<file path="src/hw/rtl/utr_pkg.sv">
// ----------------------------------------------------------------------------
// utr_pkg
// Shared types, codes and reset values of the serial transceiver with rx ring.
// ----------------------------------------------------------------------------
package utr_pkg;

  localparam int FIFO_DEPTH_DEF  = 256;
  localparam int TIMER_WIDTH_DEF = 24;

  // configuration port
  localparam int CFG_DW = 24;
  localparam int CFG_IW = 3;

  typedef enum logic [CFG_IW-1:0] {
    CFG_BIT_PERIOD  = 3'd0,
    CFG_DATA_BITS   = 3'd1,
    CFG_PARITY_MODE = 3'd2,
    CFG_STOP_BITS   = 3'd3,
    CFG_SAMPLE_LEAD = 3'd4,
    CFG_FIFO_SIZE   = 3'd5
  } cfg_index_t;

  typedef enum logic [1:0] {
    REQ_TICK = 2'd0,
    REQ_SEND = 2'd1,
    REQ_READ = 2'd2,
    REQ_PEEK = 2'd3
  } req_type_t;

  localparam logic [1:0] PAR_NONE = 2'd0;
  localparam logic [1:0] PAR_EVEN = 2'd1;
  localparam logic [1:0] PAR_ODD  = 2'd2;

  localparam logic [1:0] STOP_TWO = 2'd2;

  localparam logic [3:0] DATA_BITS_MIN = 4'd5;
  localparam logic [3:0] DATA_BITS_MAX = 4'd8;

  // register reset values
  localparam logic [23:0] BIT_PERIOD_RST  = 24'd8333;
  localparam logic [3:0]  DATA_BITS_RST   = 4'd8;
  localparam logic [1:0]  PARITY_RST      = PAR_NONE;
  localparam logic [1:0]  STOP_BITS_RST   = 2'd1;
  localparam logic [15:0] SAMPLE_LEAD_RST = 16'd0;
  localparam int          FIFO_SIZE_RST   = 256;

endpackage

</file>
<file path="src/hw/rtl/utr_req_if.sv">
// ----------------------------------------------------------------------------
// utr_req_if
// Request channel: one clock tick of line activity plus an optional request.
// ----------------------------------------------------------------------------
interface utr_req_if;

  logic              valid;
  logic              ready;
  utr_pkg::req_type_t req_type;
  logic [7:0]        tx_byte;
  logic              rx_level;

  modport source (output valid, output req_type, output tx_byte, output rx_level,
                  input ready);
  modport sink   (input valid, input req_type, input tx_byte, input rx_level,
                  output ready);

endinterface

</file>
<file path="src/hw/rtl/utr_rsp_if.sv">
// ----------------------------------------------------------------------------
// utr_rsp_if
// Result channel: line and ring status after one tick.
// ----------------------------------------------------------------------------
interface utr_rsp_if;

  logic       valid;
  logic       ready;
  logic       tx_level;
  logic       tx_busy;
  logic       tx_accepted;
  logic [7:0] rx_data;
  logic       rx_empty;
  logic [7:0] rx_available;
  logic       rx_stored;

  modport source (output valid, output tx_level, output tx_busy, output tx_accepted,
                  output rx_data, output rx_empty, output rx_available,
                  output rx_stored, input ready);
  modport sink   (input valid, input tx_level, input tx_busy, input tx_accepted,
                  input rx_data, input rx_empty, input rx_available,
                  input rx_stored, output ready);

endinterface

</file>
<file path="src/hw/rtl/uart_transceiver_with_rx_ring_core.sv">
// ----------------------------------------------------------------------------
// uart_transceiver_with_rx_ring_core
// Serial transceiver stepped one tick per request, with a receive ring buffer.
// ----------------------------------------------------------------------------
//  channel  | dir | handshake     | payload
//  ---------+-----+---------------+------------------------------------------
//  req      | in  | valid/ready   | req_type, tx_byte, rx_level
//  rsp      | out | valid/ready   | tx_level, tx_busy, tx_accepted, rx_data,
//           |     |               | rx_empty, rx_available, rx_stored
//  cfg_wr_* | in  | enable only   | cfg_wr_index, cfg_wr_data
//
//  One request per cycle while rsp does not stall and the remainder unit is
//  idle; each result passes the input register, then the result register.
//  A ring head register is prefetched every cycle so reads skip the memory wait.
//  A fifo_size write starts a bit-serial remainder unit that holds req.ready low
//  until the successor pointers have been recomputed.
//  Reset (rst, synchronous) clears control state; ring contents stay undefined.
//  A stalled rsp holds one result and one request; then req.ready drops.
// ----------------------------------------------------------------------------
module uart_transceiver_with_rx_ring_core #(
  parameter int FIFO_DEPTH  = utr_pkg::FIFO_DEPTH_DEF,
  parameter int TIMER_WIDTH = utr_pkg::TIMER_WIDTH_DEF
) (
  input  logic                       clk,
  input  logic                       rst,
  input  logic                       cfg_wr_en,
  input  logic [utr_pkg::CFG_IW-1:0] cfg_wr_index,
  input  logic [utr_pkg::CFG_DW-1:0] cfg_wr_data,
  utr_req_if.sink                    req,
  utr_rsp_if.source                  rsp
);

  localparam int TW  = TIMER_WIDTH;
  localparam int RXW = TW + 1;
  localparam int LW  = (RXW > 16) ? RXW : 16;
  localparam int PW  = $clog2(FIFO_DEPTH);
  localparam int SW  = $clog2(FIFO_DEPTH + 1);
  localparam int AW  = (SW + 1 > 8) ? SW + 1 : 8;
  localparam int ZW  = (SW > 9) ? SW : 9;
  localparam int NB  = PW + 1;
  localparam int CNW = $clog2(NB + 1);
  localparam int MW  = 2 * TW + 1;

  // x / 3 == (x * DIV3_M) >> (TW + 2) for any TW-bit x
  localparam logic [TW:0] DIV3_M = (TW + 1)'(((65'd1 << (TW + 2)) + 65'd2) / 65'd3);

  localparam logic [TW-1:0] PER_RAW   = TW'(utr_pkg::BIT_PERIOD_RST);
  localparam logic [TW-1:0] PER_RST   = (PER_RAW == '0) ? TW'(1) : PER_RAW;
  localparam logic [TW-1:0] THIRD_RST = TW'(PER_RST / 3);
  localparam int            FSZ_RST_I = (utr_pkg::FIFO_SIZE_RST > FIFO_DEPTH) ?
                                        FIFO_DEPTH : utr_pkg::FIFO_SIZE_RST;
  localparam logic [SW-1:0] FSZ_RST   = SW'(FSZ_RST_I);
  localparam logic [PW-1:0] SUCC_RST  = PW'(1 % FSZ_RST_I);

  // --------------------------------------------------------------------------
  // configuration registers (stored in effective form)
  // --------------------------------------------------------------------------
  logic [TW-1:0] per;
  logic [TW-1:0] third;
  logic [3:0]    dbits;
  logic          par_en;
  logic          par_odd;
  logic          two_stop;
  logic [15:0]   lead;
  logic [SW-1:0] fsz;

  logic [TW-1:0] wr_per;
  logic [TW-1:0] wr_per_eff;
  logic [MW-1:0] wr_prod;
  logic [3:0]    wr_db;
  logic [ZW-1:0] wr_z;
  logic [SW-1:0] wr_fsz;
  logic          wr_fsz_hit;

  always_comb begin
    wr_per     = TW'(cfg_wr_data);
    wr_per_eff = (wr_per == '0) ? TW'(1) : wr_per;
    wr_prod    = MW'(wr_per_eff) * MW'(DIV3_M);
    if (cfg_wr_data[3:0] < utr_pkg::DATA_BITS_MIN) begin
      wr_db = utr_pkg::DATA_BITS_MIN;
    end else if (cfg_wr_data[3:0] > utr_pkg::DATA_BITS_MAX) begin
      wr_db = utr_pkg::DATA_BITS_MAX;
    end else begin
      wr_db = cfg_wr_data[3:0];
    end
    wr_z = ZW'(cfg_wr_data[8:0]);
    if (wr_z == '0) begin
      wr_fsz = SW'(1);
    end else if (wr_z > ZW'(FIFO_DEPTH)) begin
      wr_fsz = SW'(FIFO_DEPTH);
    end else begin
      wr_fsz = SW'(wr_z);
    end
    wr_fsz_hit = cfg_wr_en && (cfg_wr_index == utr_pkg::CFG_FIFO_SIZE);
  end

  always_ff @(posedge clk) begin
    if (rst) begin
      per      <= PER_RST;
      third    <= THIRD_RST;
      dbits    <= utr_pkg::DATA_BITS_RST;
      par_en   <= (utr_pkg::PARITY_RST == utr_pkg::PAR_EVEN) ||
                  (utr_pkg::PARITY_RST == utr_pkg::PAR_ODD);
      par_odd  <= (utr_pkg::PARITY_RST == utr_pkg::PAR_ODD);
      two_stop <= (utr_pkg::STOP_BITS_RST == utr_pkg::STOP_TWO);
      lead     <= utr_pkg::SAMPLE_LEAD_RST;
      fsz      <= FSZ_RST;
    end else if (cfg_wr_en) begin
      unique case (cfg_wr_index)
        utr_pkg::CFG_BIT_PERIOD: begin
          per   <= wr_per_eff;
          third <= TW'(wr_prod >> (TW + 2));
        end
        utr_pkg::CFG_DATA_BITS: begin
          dbits <= wr_db;
        end
        utr_pkg::CFG_PARITY_MODE: begin
          par_en  <= (cfg_wr_data[1:0] == utr_pkg::PAR_EVEN) ||
                     (cfg_wr_data[1:0] == utr_pkg::PAR_ODD);
          par_odd <= (cfg_wr_data[1:0] == utr_pkg::PAR_ODD);
        end
        utr_pkg::CFG_STOP_BITS: begin
          two_stop <= (cfg_wr_data[1:0] == utr_pkg::STOP_TWO);
        end
        utr_pkg::CFG_SAMPLE_LEAD: begin
          lead <= cfg_wr_data[15:0];
        end
        utr_pkg::CFG_FIFO_SIZE: begin
          fsz <= wr_fsz;
        end
        default: begin
        end
      endcase
    end
  end

  // --------------------------------------------------------------------------
  // handshake: input register and result register
  // --------------------------------------------------------------------------
  logic               s1_valid;
  utr_pkg::req_type_t s1_req_type;
  logic [7:0]         s1_tx_byte;
  logic               s1_rx_level;
  logic               o_valid;
  logic               out_free;
  logic               step_en;
  logic               mod_busy;
  logic               in_xfer;

  assign out_free  = !o_valid || rsp.ready;
  assign step_en   = s1_valid && out_free;
  assign req.ready = !mod_busy && (!s1_valid || out_free);
  assign in_xfer   = req.valid && req.ready;

  always_ff @(posedge clk) begin
    if (rst) begin
      s1_valid <= 1'b0;
      o_valid  <= 1'b0;
    end else begin
      if (in_xfer) begin
        s1_valid <= 1'b1;
      end else if (step_en) begin
        s1_valid <= 1'b0;
      end
      if (step_en) begin
        o_valid <= 1'b1;
      end else if (rsp.ready) begin
        o_valid <= 1'b0;
      end
    end
  end

  always_ff @(posedge clk) begin
    if (in_xfer) begin
      s1_req_type <= req.req_type;
      s1_tx_byte  <= req.tx_byte;
      s1_rx_level <= req.rx_level;
    end
  end

  // --------------------------------------------------------------------------
  // tick state
  // --------------------------------------------------------------------------
  logic [TW-1:0]  tx_timer;
  logic [10:0]    tx_frame;
  logic [3:0]     tx_bits_left;
  logic           tx_line;
  logic [RXW-1:0] rx_timer;
  logic           rx_active;
  logic [3:0]     rx_bit_index;
  logic [7:0]     rx_shift;
  logic           rx_prev_level;
  logic [PW-1:0]  write_pos;
  logic [PW-1:0]  read_pos;
  logic [PW-1:0]  wp_succ;
  logic [PW-1:0]  rp_succ;

  logic [TW-1:0]  tx_timer_next;
  logic [10:0]    tx_frame_next;
  logic [3:0]     tx_bits_left_next;
  logic           tx_line_next;
  logic [RXW-1:0] rx_timer_next;
  logic           rx_active_next;
  logic [3:0]     rx_bit_index_next;
  logic [7:0]     rx_shift_next;
  logic [PW-1:0]  write_pos_next;
  logic [PW-1:0]  read_pos_next;
  logic [PW-1:0]  wp_succ_next;
  logic [PW-1:0]  rp_succ_next;

  // ring head prefetch
  logic [7:0]     mem_rdata;
  logic           byp_hit;
  logic [7:0]     byp_data;
  logic [7:0]     head;

  // frame build
  logic [10:0]    frame_new;
  logic [3:0]     bits_new;
  logic           par_bit;
  logic [7:0]     dmask;

  // scratch
  logic [TW:0]    t_inc;
  logic [RXW-1:0] t_dec;
  logic [3:0]     rx_last;
  logic [LW-1:0]  base_x;
  logic [LW-1:0]  lead_x;
  logic [RXW-1:0] first_delay;
  logic [SW-1:0]  wps_inc;
  logic [SW-1:0]  rps_inc;
  logic [AW-1:0]  wpx;
  logic [AW-1:0]  rpx;
  logic [AW-1:0]  avail;

  logic           acc;
  logic           stored;
  logic           empty;
  logic [7:0]     rdata;

  always_comb begin
    for (int i = 0; i < 8; i++) begin
      dmask[i] = (4'(i) < dbits);
    end
    par_bit = (^(s1_tx_byte & dmask)) ^ par_odd;
    frame_new[0] = 1'b0;
    for (int i = 1; i < 11; i++) begin
      if (i <= 8 && 4'(i) <= dbits) begin
        frame_new[i] = s1_tx_byte[(i - 1) % 8];
      end else if (par_en && 4'(i) == dbits + 4'd1) begin
        frame_new[i] = par_bit;
      end else begin
        frame_new[i] = 1'b1;
      end
    end
    bits_new = 4'd2 + dbits + {3'd0, par_en} + {3'd0, two_stop};

    // transmitter
    tx_timer_next     = tx_timer;
    tx_frame_next     = tx_frame;
    tx_bits_left_next = tx_bits_left;
    tx_line_next      = tx_line;
    acc               = 1'b0;
    t_inc             = (TW + 1)'(tx_timer) + (TW + 1)'(1);
    if (tx_bits_left != 4'd0) begin
      if (t_inc >= (TW + 1)'(per)) begin
        tx_timer_next     = '0;
        tx_frame_next     = {1'b1, tx_frame[10:1]};
        tx_bits_left_next = tx_bits_left - 4'd1;
      end else begin
        tx_timer_next = TW'(t_inc);
      end
      tx_line_next = (tx_bits_left_next != 4'd0) ? tx_frame_next[0] : 1'b1;
    end else if (s1_req_type == utr_pkg::REQ_SEND) begin
      tx_frame_next     = frame_new;
      tx_bits_left_next = bits_new;
      tx_timer_next     = '0;
      tx_line_next      = 1'b0;
      acc               = 1'b1;
    end

    // receiver
    rx_timer_next     = rx_timer;
    rx_active_next    = rx_active;
    rx_bit_index_next = rx_bit_index;
    rx_shift_next     = rx_shift;
    stored            = 1'b0;
    t_dec             = (rx_timer != '0) ? rx_timer - RXW'(1) : rx_timer;
    rx_last           = dbits + {3'd0, par_en} + {3'd0, two_stop};
    base_x            = LW'(per) + LW'(third);
    lead_x            = LW'(lead);
    first_delay       = (base_x > lead_x) ? RXW'(base_x - lead_x) : RXW'(1);
    if (rx_active) begin
      rx_timer_next = t_dec;
      if (t_dec == '0) begin
        for (int i = 0; i < 8; i++) begin
          if (rx_bit_index == 4'(i) && 4'(i) < dbits && s1_rx_level) begin
            rx_shift_next[i] = 1'b1;
          end
        end
        if (rx_bit_index >= rx_last) begin
          stored            = 1'b1;
          rx_active_next    = 1'b0;
          rx_bit_index_next = 4'd0;
        end else begin
          rx_bit_index_next = rx_bit_index + 4'd1;
          rx_timer_next     = RXW'(per);
        end
      end
    end else if (rx_prev_level && !s1_rx_level) begin
      rx_active_next    = 1'b1;
      rx_timer_next     = first_delay;
      rx_bit_index_next = 4'd0;
      rx_shift_next     = 8'd0;
    end

    // ring pointers; the successor registers are kept below the ring size
    wps_inc        = SW'(wp_succ) + SW'(1);
    rps_inc        = SW'(rp_succ) + SW'(1);
    write_pos_next = stored ? wp_succ : write_pos;
    wp_succ_next   = wp_succ;
    if (stored) begin
      wp_succ_next = (wps_inc == fsz) ? '0 : PW'(wps_inc);
    end
    read_pos_next = read_pos;
    rp_succ_next  = rp_succ;
    empty         = 1'b0;
    rdata         = 8'd0;
    head          = byp_hit ? byp_data : mem_rdata;
    if (s1_req_type == utr_pkg::REQ_READ || s1_req_type == utr_pkg::REQ_PEEK) begin
      if (write_pos_next == read_pos) begin
        empty = 1'b1;
      end else begin
        // a byte stored this tick into an empty ring is the head
        rdata = (stored && write_pos == read_pos) ? rx_shift_next : head;
        if (s1_req_type == utr_pkg::REQ_READ) begin
          read_pos_next = rp_succ;
          rp_succ_next  = (rps_inc == fsz) ? '0 : PW'(rps_inc);
        end
      end
    end
    wpx   = AW'(write_pos_next);
    rpx   = AW'(read_pos_next);
    avail = (wpx >= rpx) ? wpx - rpx : wpx + AW'(fsz) - rpx;
  end

  // --------------------------------------------------------------------------
  // successor recompute after a ring size change: (pos + 1) mod size,
  // one quotient bit per cycle for both pointers
  // --------------------------------------------------------------------------
  logic [NB-1:0]  num_w;
  logic [NB-1:0]  num_r;
  logic [SW-1:0]  rem_w;
  logic [SW-1:0]  rem_r;
  logic [CNW-1:0] mod_cnt;
  logic [SW:0]    rw2;
  logic [SW:0]    rr2;
  logic [SW-1:0]  rem_w_next;
  logic [SW-1:0]  rem_r_next;

  always_comb begin
    rw2        = {rem_w, num_w[NB-1]};
    rr2        = {rem_r, num_r[NB-1]};
    rem_w_next = (rw2 >= (SW + 1)'(fsz)) ? SW'(rw2 - (SW + 1)'(fsz)) : SW'(rw2);
    rem_r_next = (rr2 >= (SW + 1)'(fsz)) ? SW'(rr2 - (SW + 1)'(fsz)) : SW'(rr2);
  end

  always_ff @(posedge clk) begin
    if (rst) begin
      tx_timer      <= '0;
      tx_frame      <= '1;
      tx_bits_left  <= 4'd0;
      tx_line       <= 1'b1;
      rx_timer      <= '0;
      rx_active     <= 1'b0;
      rx_bit_index  <= 4'd0;
      rx_shift      <= 8'd0;
      rx_prev_level <= 1'b1;
      write_pos     <= '0;
      read_pos      <= '0;
      wp_succ       <= SUCC_RST;
      rp_succ       <= SUCC_RST;
      mod_busy      <= 1'b0;
      mod_cnt       <= '0;
    end else begin
      if (step_en) begin
        tx_timer      <= tx_timer_next;
        tx_frame      <= tx_frame_next;
        tx_bits_left  <= tx_bits_left_next;
        tx_line       <= tx_line_next;
        rx_timer      <= rx_timer_next;
        rx_active     <= rx_active_next;
        rx_bit_index  <= rx_bit_index_next;
        rx_shift      <= rx_shift_next;
        rx_prev_level <= s1_rx_level;
        write_pos     <= write_pos_next;
        read_pos      <= read_pos_next;
        wp_succ       <= wp_succ_next;
        rp_succ       <= rp_succ_next;
      end
      if (wr_fsz_hit) begin
        mod_busy <= 1'b1;
        mod_cnt  <= CNW'(NB);
      end else if (mod_busy) begin
        mod_cnt <= mod_cnt - CNW'(1);
        if (mod_cnt == CNW'(1)) begin
          mod_busy <= 1'b0;
          wp_succ  <= PW'(rem_w_next);
          rp_succ  <= PW'(rem_r_next);
        end
      end
    end
  end

  always_ff @(posedge clk) begin
    if (wr_fsz_hit) begin
      num_w <= NB'(write_pos) + NB'(1);
      num_r <= NB'(read_pos) + NB'(1);
      rem_w <= '0;
      rem_r <= '0;
    end else if (mod_busy) begin
      num_w <= {num_w[NB-2:0], 1'b0};
      num_r <= {num_r[NB-2:0], 1'b0};
      rem_w <= rem_w_next;
      rem_r <= rem_r_next;
    end
  end

  // --------------------------------------------------------------------------
  // ring memory; the read port always fetches the head for the next tick
  // --------------------------------------------------------------------------
  logic [7:0]    ring_mem [FIFO_DEPTH];
  logic          mem_we;
  logic [PW-1:0] mem_raddr;

  assign mem_we    = step_en && stored;
  assign mem_raddr = step_en ? read_pos_next : read_pos;

  always_ff @(posedge clk) begin
    if (mem_we) begin
      ring_mem[write_pos] <= rx_shift_next;
    end
    mem_rdata <= ring_mem[mem_raddr];
  end

  always_ff @(posedge clk) begin
    if (rst) begin
      byp_hit <= 1'b0;
    end else begin
      byp_hit <= mem_we && (write_pos == mem_raddr);
    end
    byp_data <= rx_shift_next;
  end

  // --------------------------------------------------------------------------
  // result register
  // --------------------------------------------------------------------------
  always_ff @(posedge clk) begin
    if (step_en) begin
      rsp.tx_level     <= tx_line_next;
      rsp.tx_busy      <= (tx_bits_left_next != 4'd0);
      rsp.tx_accepted  <= acc;
      rsp.rx_data      <= rdata;
      rsp.rx_empty     <= empty;
      rsp.rx_available <= avail[7:0];
      rsp.rx_stored    <= stored;
    end
  end

  assign rsp.valid = o_valid;

endmodule

</file>
<file path="src/flat_wrapper.sv">
// flat-port wrapper written by rule: the top's interface ports become plain ports
module uart_transceiver_with_rx_ring_core_flat 
#(
  parameter int FIFO_DEPTH  = utr_pkg::FIFO_DEPTH_DEF,
  parameter int TIMER_WIDTH = utr_pkg::TIMER_WIDTH_DEF
)
  (clk, rst, cfg_wr_en, cfg_wr_index, cfg_wr_data, req_valid, req_req_type, req_tx_byte, req_rx_level, req_ready, rsp_valid, rsp_tx_level, rsp_tx_busy, rsp_tx_accepted, rsp_rx_data, rsp_rx_empty, rsp_rx_available, rsp_rx_stored, rsp_ready);
  utr_req_if req_i ();
  utr_rsp_if rsp_i ();
  input  logic clk;
  input  logic rst;
  input  logic cfg_wr_en;
  input  logic [utr_pkg::CFG_IW-1:0] cfg_wr_index;
  input  logic [utr_pkg::CFG_DW-1:0] cfg_wr_data;
  input wire logic [$bits(req_i.valid)-1:0] req_valid;
  input wire logic [$bits(req_i.req_type)-1:0] req_req_type;
  input wire logic [$bits(req_i.tx_byte)-1:0] req_tx_byte;
  input wire logic [$bits(req_i.rx_level)-1:0] req_rx_level;
  output wire logic [$bits(req_i.ready)-1:0] req_ready;
  output wire logic [$bits(rsp_i.valid)-1:0] rsp_valid;
  output wire logic [$bits(rsp_i.tx_level)-1:0] rsp_tx_level;
  output wire logic [$bits(rsp_i.tx_busy)-1:0] rsp_tx_busy;
  output wire logic [$bits(rsp_i.tx_accepted)-1:0] rsp_tx_accepted;
  output wire logic [$bits(rsp_i.rx_data)-1:0] rsp_rx_data;
  output wire logic [$bits(rsp_i.rx_empty)-1:0] rsp_rx_empty;
  output wire logic [$bits(rsp_i.rx_available)-1:0] rsp_rx_available;
  output wire logic [$bits(rsp_i.rx_stored)-1:0] rsp_rx_stored;
  input wire logic [$bits(rsp_i.ready)-1:0] rsp_ready;
  assign req_i.valid = req_valid;
  assign req_i.req_type = req_req_type;
  assign req_i.tx_byte = req_tx_byte;
  assign req_i.rx_level = req_rx_level;
  assign req_ready = req_i.ready;
  assign rsp_valid = rsp_i.valid;
  assign rsp_tx_level = rsp_i.tx_level;
  assign rsp_tx_busy = rsp_i.tx_busy;
  assign rsp_tx_accepted = rsp_i.tx_accepted;
  assign rsp_rx_data = rsp_i.rx_data;
  assign rsp_rx_empty = rsp_i.rx_empty;
  assign rsp_rx_available = rsp_i.rx_available;
  assign rsp_rx_stored = rsp_i.rx_stored;
  assign rsp_i.ready = rsp_ready;
  uart_transceiver_with_rx_ring_core #(.FIFO_DEPTH(FIFO_DEPTH), .TIMER_WIDTH(TIMER_WIDTH)) u_core (.clk(clk), .rst(rst), .cfg_wr_en(cfg_wr_en), .cfg_wr_index(cfg_wr_index), .cfg_wr_data(cfg_wr_data), .req(req_i), .rsp(rsp_i));
endmodule
</file>
<file path="config.mk">
export PLATFORM = sky130hd
export DESIGN_NAME = uart_transceiver_with_rx_ring_core_flat
export DESIGN_NICKNAME = d
export VERILOG_FILES = /design/src/hw/rtl/utr_pkg.sv /design/src/hw/rtl/utr_req_if.sv /design/src/hw/rtl/utr_rsp_if.sv /design/src/hw/rtl/uart_transceiver_with_rx_ring_core.sv /design/src/flat_wrapper.sv
export SDC_FILE = /design/constraint.sdc
export NUM_CORES = 2
export LEC_CHECK = 0
export ABC_CLOCK_PERIOD_IN_PS = 8650
export BUFFER_PORTS_ARGS = -buffer_cell sky130_fd_sc_hd__buf_4
export CAP_MARGIN = 0
export CORE_UTILIZATION = 49
export CTS_BUF_LIST = sky130_fd_sc_hd__clkbuf_2 sky130_fd_sc_hd__clkbuf_4 sky130_fd_sc_hd__clkbuf_8
export DETAILED_ROUTE_END_ITERATION = 6
export PLACE_DENSITY_LB_ADDON = 0.15
export SLEW_MARGIN = 30
export SYNTH_ARGS = -nofsm -noshare
export SYNTH_HDL_FRONTEND = slang
export SYNTH_SLANG_ARGS = --single-unit
</file>
<file path="constraint.sdc">
create_clock -name clk -period 8.65 [get_ports clk]
set_clock_uncertainty 0.2 [all_clocks]
set_input_delay 0 -clock clk [delete_from_list [all_inputs] [get_ports clk]]
set_output_delay 0 -clock clk [all_outputs]
set_load 0.005 [all_outputs]
</file>
* Yosys cells after proc, flatten, opt, wreduce, memory -nomap -nowiden
Memories as Yosys holds them, arrays and structs flattened. A register that Yosys moved wholly into a read port is not among the register bits. Cells that the tools add are included.
Operators by class: add/subtract/negate cells 22, $mul 1, $lt $le $gt $ge 25, equality and inequality tests 35, mux-type cells 105, bitwise operators 3, reductions and logical operators 69
Operators by type and width (count):
- $mux W8 | 25
- $mux W25 | 6
- $mux W24 | 4
- $mux W9 | 8
- $mul A24 B24 Y48 const B | 1
- $mux W4 | 12
- $mux W1 | 47
- $add A8 B1 Y9 const B | 4
- $logic_and A1 B1 Y1 | 34
- $mux W11 | 3
- $add A24 B1 Y25 const B | 1
- $add A24 B23 Y25 | 1
- $ge A25 B24 Y1 | 1
- $gt A25 B16 Y1 | 1
- $logic_not A25 Y1 | 1
- $reduce_bool A25 Y1 | 1
- $sub A25 B1 Y25 const B | 1
- $sub A25 B16 Y25 | 1
- $eq A8 B8 Y1 | 3
- $logic_not A24 Y1 | 1
- $ge A10 B9 Y1 | 2
- $eq A9 B9 Y1 | 2
- $sub A9 B9 Y9 | 2
- $add A4 B1 Y4 | 4
- other kinds (44) | 94
Word-level totals: register bits 274, RAM bits 2048, memories 1
Memories:
- u_core.ring_mem | depth 256, bits a word 8, read ports 1, clocked after Yosys merged registers in 1, write ports 1, RTL line uart_transceiver_with_rx_ring_core.sv:432 | logic [7:0] ring_mem [FIFO_DEPTH];

* Logic depth before layout (Yosys ltp)
depth in word-level cells 14, mapped depth 35, mapped depth without buffers 34

* Worst setup path after synthesis
Ideal clock, no wire load.
kind input -> register, start point input cfg_wr_data[0] in the netlist's numbering, end point register u_core.third[20], setup time 70 ps, arrival 7670 ps, data required time 8380 ps, path slack 709 ps, cell stages on the path 33, path buffers 1, path through inv_1 -> ha_1 -> nor4b_1 -> nand2_1 -> or3_1 -> clkbuf_1 -> and2_1 -> ha_1 -> inv_1 -> fa_1 -> fa_1 -> fa_1 -> fa_1 -> inv_1 -> fa_1 -> inv_1 -> fa_1 -> inv_1 -> ha_1 -> a21o_1 -> a221oi_1 -> nor2b_1 -> o2111ai_1 -> a211o_1 -> a31oi_1 -> a21oi_1 -> a211oi_1 -> o41ai_1 -> nand2b_1 -> a21oi_1 -> xnor2_1 -> nand2_1 -> a21oi_1
Between the ends: cells in the longest elaborated chain, start to end 3
RTL lines:
- start, declared | RTL line flat_wrapper.sv:14 | input logic [utr_pkg::CFG_DW-1:0] cfg_wr_data;
- $logic_not A24 Y1 | RTL line uart_transceiver_with_rx_ring_core.sv:77 | wr_per_eff = (wr_per == '0) ? TW'(1) : wr_per;
- $mux W24 | RTL line uart_transceiver_with_rx_ring_core.sv:77
- named net u_core.wr_per_eff[16] | RTL line uart_transceiver_with_rx_ring_core.sv:68 | logic [TW-1:0] wr_per_eff;
- $mul A24 B24 Y48 | RTL line uart_transceiver_with_rx_ring_core.sv:78 | wr_prod = MW'(wr_per_eff) * MW'(DIV3_M);
- end signal, assigned | RTL line uart_transceiver_with_rx_ring_core.sv:112 | third <= TW'(wr_prod >> (TW + 2));
- end, declared | RTL line uart_transceiver_with_rx_ring_core.sv:59 | logic [TW-1:0] third;
The timed path passes the listed nets, and every way through them passes these cells. A chain may end at the register's enable or synchronous reset.

* Worst setup path in the final report
start point input cfg_wr_data[0] in the netlist's numbering, end point register u_core.third[19]
The elaborated chain is that of the path after synthesis.

==> flow_summary.ini <==
[power_and_ir_drop]
ir_worst_vdd_mv = 0.398
p_per_area_mw_per_mm2 = 235
leakage_uw = 0.0461
total_power_uw = 29200

[floorplan]
die-area_mm2 = 0.228
core_area_mm2 = 0.225
floorplan.initialDensity = 0.493
die_x_um = 477
num_io_pins = 66
rows = 174
die_height_um = 477

[routing]
vias_per_cell = 6.02
drt-met1-wl_um = 143000
drt-initial-drc-count = 8667
wl_met3_um = 32600
top_layer = met5
vias = 77700
wl_per_cell_um = 27.2
ant_nets = 0
dr_wl_met2_um = 160000
wirelength_um = 351000
route.detailed.drc = 1
first_pass_iters = 7

[setup_path]
ff2ff_path_depth = 22
regToRegStartpoint = u_core.rx_timer[0]
cp.arrival_ns = 9.05
cp_common_cell = fa_1
crit_start = cfg_wr_data[0]
crit_path_top_delay_cell = dlygate4sd3_1
path_depth = 37
crit_buf_inv = 10
worstPathRequired_ns = 9.40
crit_type = in2reg
critPathCaptureType = flop
crit_end = u_core.third[19]
cp-start-kind = primary input
r2r_slack_ns = 0.62
critical-path-max-stage-delay_ns = 0.58
crit_fanout = 7
cp_top_family = adder cells
rr_endpoint = u_core.mem_rdata[1]

[final_layout]
finalNonFillerCells = 12900
areaGrowthSynthToFinish_pct = 12.4
nets = 10300
layout-drive-gt1-share = 0.111

[timing]
timing.final.crit_period_ns = 8.30
timing.slew.headroom = 0.302
fin_hold_ws_ns = 0.0717
setup_viol = 0
worstMarginPinSlew_ns = 1.04
slew_violations = 0
hold_viol_final = 0
period_share = 0.960
max_freq_mhz = 120
setup_ws_ns = 0.349

[flow_run]
drv_cap = 0

[yosys]
synth_area_per_cell_um2 = 11.9
syn-cell-area_mm2 = 0.111
async_reset_ff_frac = 0
yosysTopAreaCellShare = 0.569
synth-edff-count = 2098
synthTopCellsByArea = edfxtp_1, nand2_1, ha_1
synthFlopType = edfxtp_1
yosys.cell_types.count = 85
syn_inst = 9260
synth-seq-area-share = 0.611
yosysTopAreaCell = edfxtp_1
synthMostInstantiatedCell = edfxtp_1
synth-seq-cells = 2330
synth_fp_nets = 9915
yosys_warnings = 0
synth_common_cells = edfxtp_1, nand2_1, inv_1, nand3_1, nor2_1

[cts]
cts.sinks = 2330
clk_latency_ns = 1.11
clockRootBuffer = clkbuf_8
clock_path_buffers = 4
cts-buffers-inserted = 401
clkSlewWorstSetupHoldPaths_ns = 0.06
cts_max_level = 5
cts_tree = done

[placement]
port_buffers = 65
place_worst_setup_slack_ns = 0.0308
dp_hpwl_um = 227000
place.gp.congestion = 0.948
dpl.cell_count = 12100

[run_status]
violations = design-rule violations
status = complete, but fails checks

[grt]
grt_usage = 0.304
grt_pass1_wl_um = 512000
grt_max_degree = 143
antenna_found_initial = 14
grt_pass1_vias = 75100
grt-ovfl-total = 0

[worst_hold_path]
hold_path_depth = 6
min_path_type = in2reg
## tightest hold or removal path: cells and delay by family
family | cells | cell delay (ns)
AO/OA/AOI/OAI | 1 | 0.10
buffers and inverters | 3 | 0.82
AND/OR/NAND/NOR | 2 | 0.34
## per-stage QoR
| step | cell area, µm² | setup TNS, ns | util |
|---|---|---|---|
| after floorplan | 111000 | 0 | - |
| after global placement | 116000 | 0 | 0.514 |
| after detailed placement | 116000 | 0 | 0.514 |
| after CTS | 124000 | 0 | 0.553 |
| after global routing | 124000 | -0.0243 | 0.553 |
| final | 124000 | 0 | 0.554 |
## worst min path at each step
stage,start,end,slack [ns]
3_5_place_dp,req_tx_byte[1],u_core.s1_tx_byte[1],-0.02
3_3_place_gp,req_tx_byte[6],u_core.s1_tx_byte[6],-0.02
2_1_floorplan,req_req_type[0],u_core.s1_req_type[0],-0.10
5_1_grt,cfg_wr_data[16],u_core.per[16],0.05
4_1_cts,cfg_wr_data[22],u_core.per[22],0.003
6_report,cfg_wr_data[21],u_core.per[21],0.07
## repair_timing
item | CTS | global route
buffers inserted | 0 | 1
gates resized for setup | 0 | 10
endpoints found under the hold margin | 276 | 0
hold buffers | 115 | 0
endpoints found under the setup margin | 0 | 11
## final cells by class
type                            instances  area [µm²]
Fill cell                           18900      100000
Sequential cell                      2330       67600
Multi-Input combinational cell       5828       38700
Clock buffer                          564        6810
Timing Repair Buffer                  493        4590
Tap cell                             2992        3740
Inverter                              564        2180
Clock inverter                        125         689
Antenna cell                           10        25.0
## cell families after synthesis
logic type | Yosys count | share of synthesized area
and+or+nand+nor | 3264 | 0.129
DFF | 2330 | 0.611
AOI/OAI and AO/OA | 1353 | 0.0794
buffers and inverters | 1102 | 0.0422
adders and majority gates | 612 | 0.0850
muxes | 419 | 0.0385
xor gates and xnor gates | 180 | 0.0142
## sequential cells by signal (all words and copies together) (netlist names), 9 cells and up
name / count
u_core.ring_mem: 2048
u_core.rx_timer: 25
u_core.per: 24
u_core.tx_timer: 24
u_core.third: 23
u_core.lead: 16
u_core.tx_frame: 11
u_core.fsz: 9
u_core.num_r: 9
u_core.num_w: 9
u_core.rem_r: 9
u_core.rem_w: 9
## where the power goes
| group | internal, µW | total, µW | switching (µW) |
|---|---|---|---|
| clock network | 5180 | 9630 | 4450 |
| registers | 12400 | 12500 | 91.6 |
| logic | 3030 | 7160 | 4130 |
| total | 20600 | 29200 | 8670 |
## cells in the final DEF, fill, tap and decap left out, drive strengths merged, types with 50 or more instances in the layout
master / Yosys / final
xnor2: 130 / 130
a21oi: 431 / 431
nand2: 1654 / 1654
nor2: 513 / 513
a211oi: 78 / 78
inv: 564 / 567
o21ai: 203 / 203
and3: 67 / 67
ha: 379 / 379
dfxtp: 232 / 232
dlygate4sd3: 0 / 114
o221ai: 136 / 136
buf: 293 / 379
a31oi: 114 / 114
nor4: 52 / 52
clkbuf: 245 / 564
nor3: 120 / 120
nand3: 554 / 554
clkinv: 0 / 110
fa: 233 / 233
mux2i: 400 / 400
nand4: 98 / 98
edfxtp: 2098 / 2098
xor2: 50 / 50
## metal layers
metal,up-vias,GRT usage
met5,-,0
met4,2,0.123
met3,685,0.0524
met2,3994,0.471
met1,38800,0.425
li1,34200,-
(Power assumes the default switching activity.)
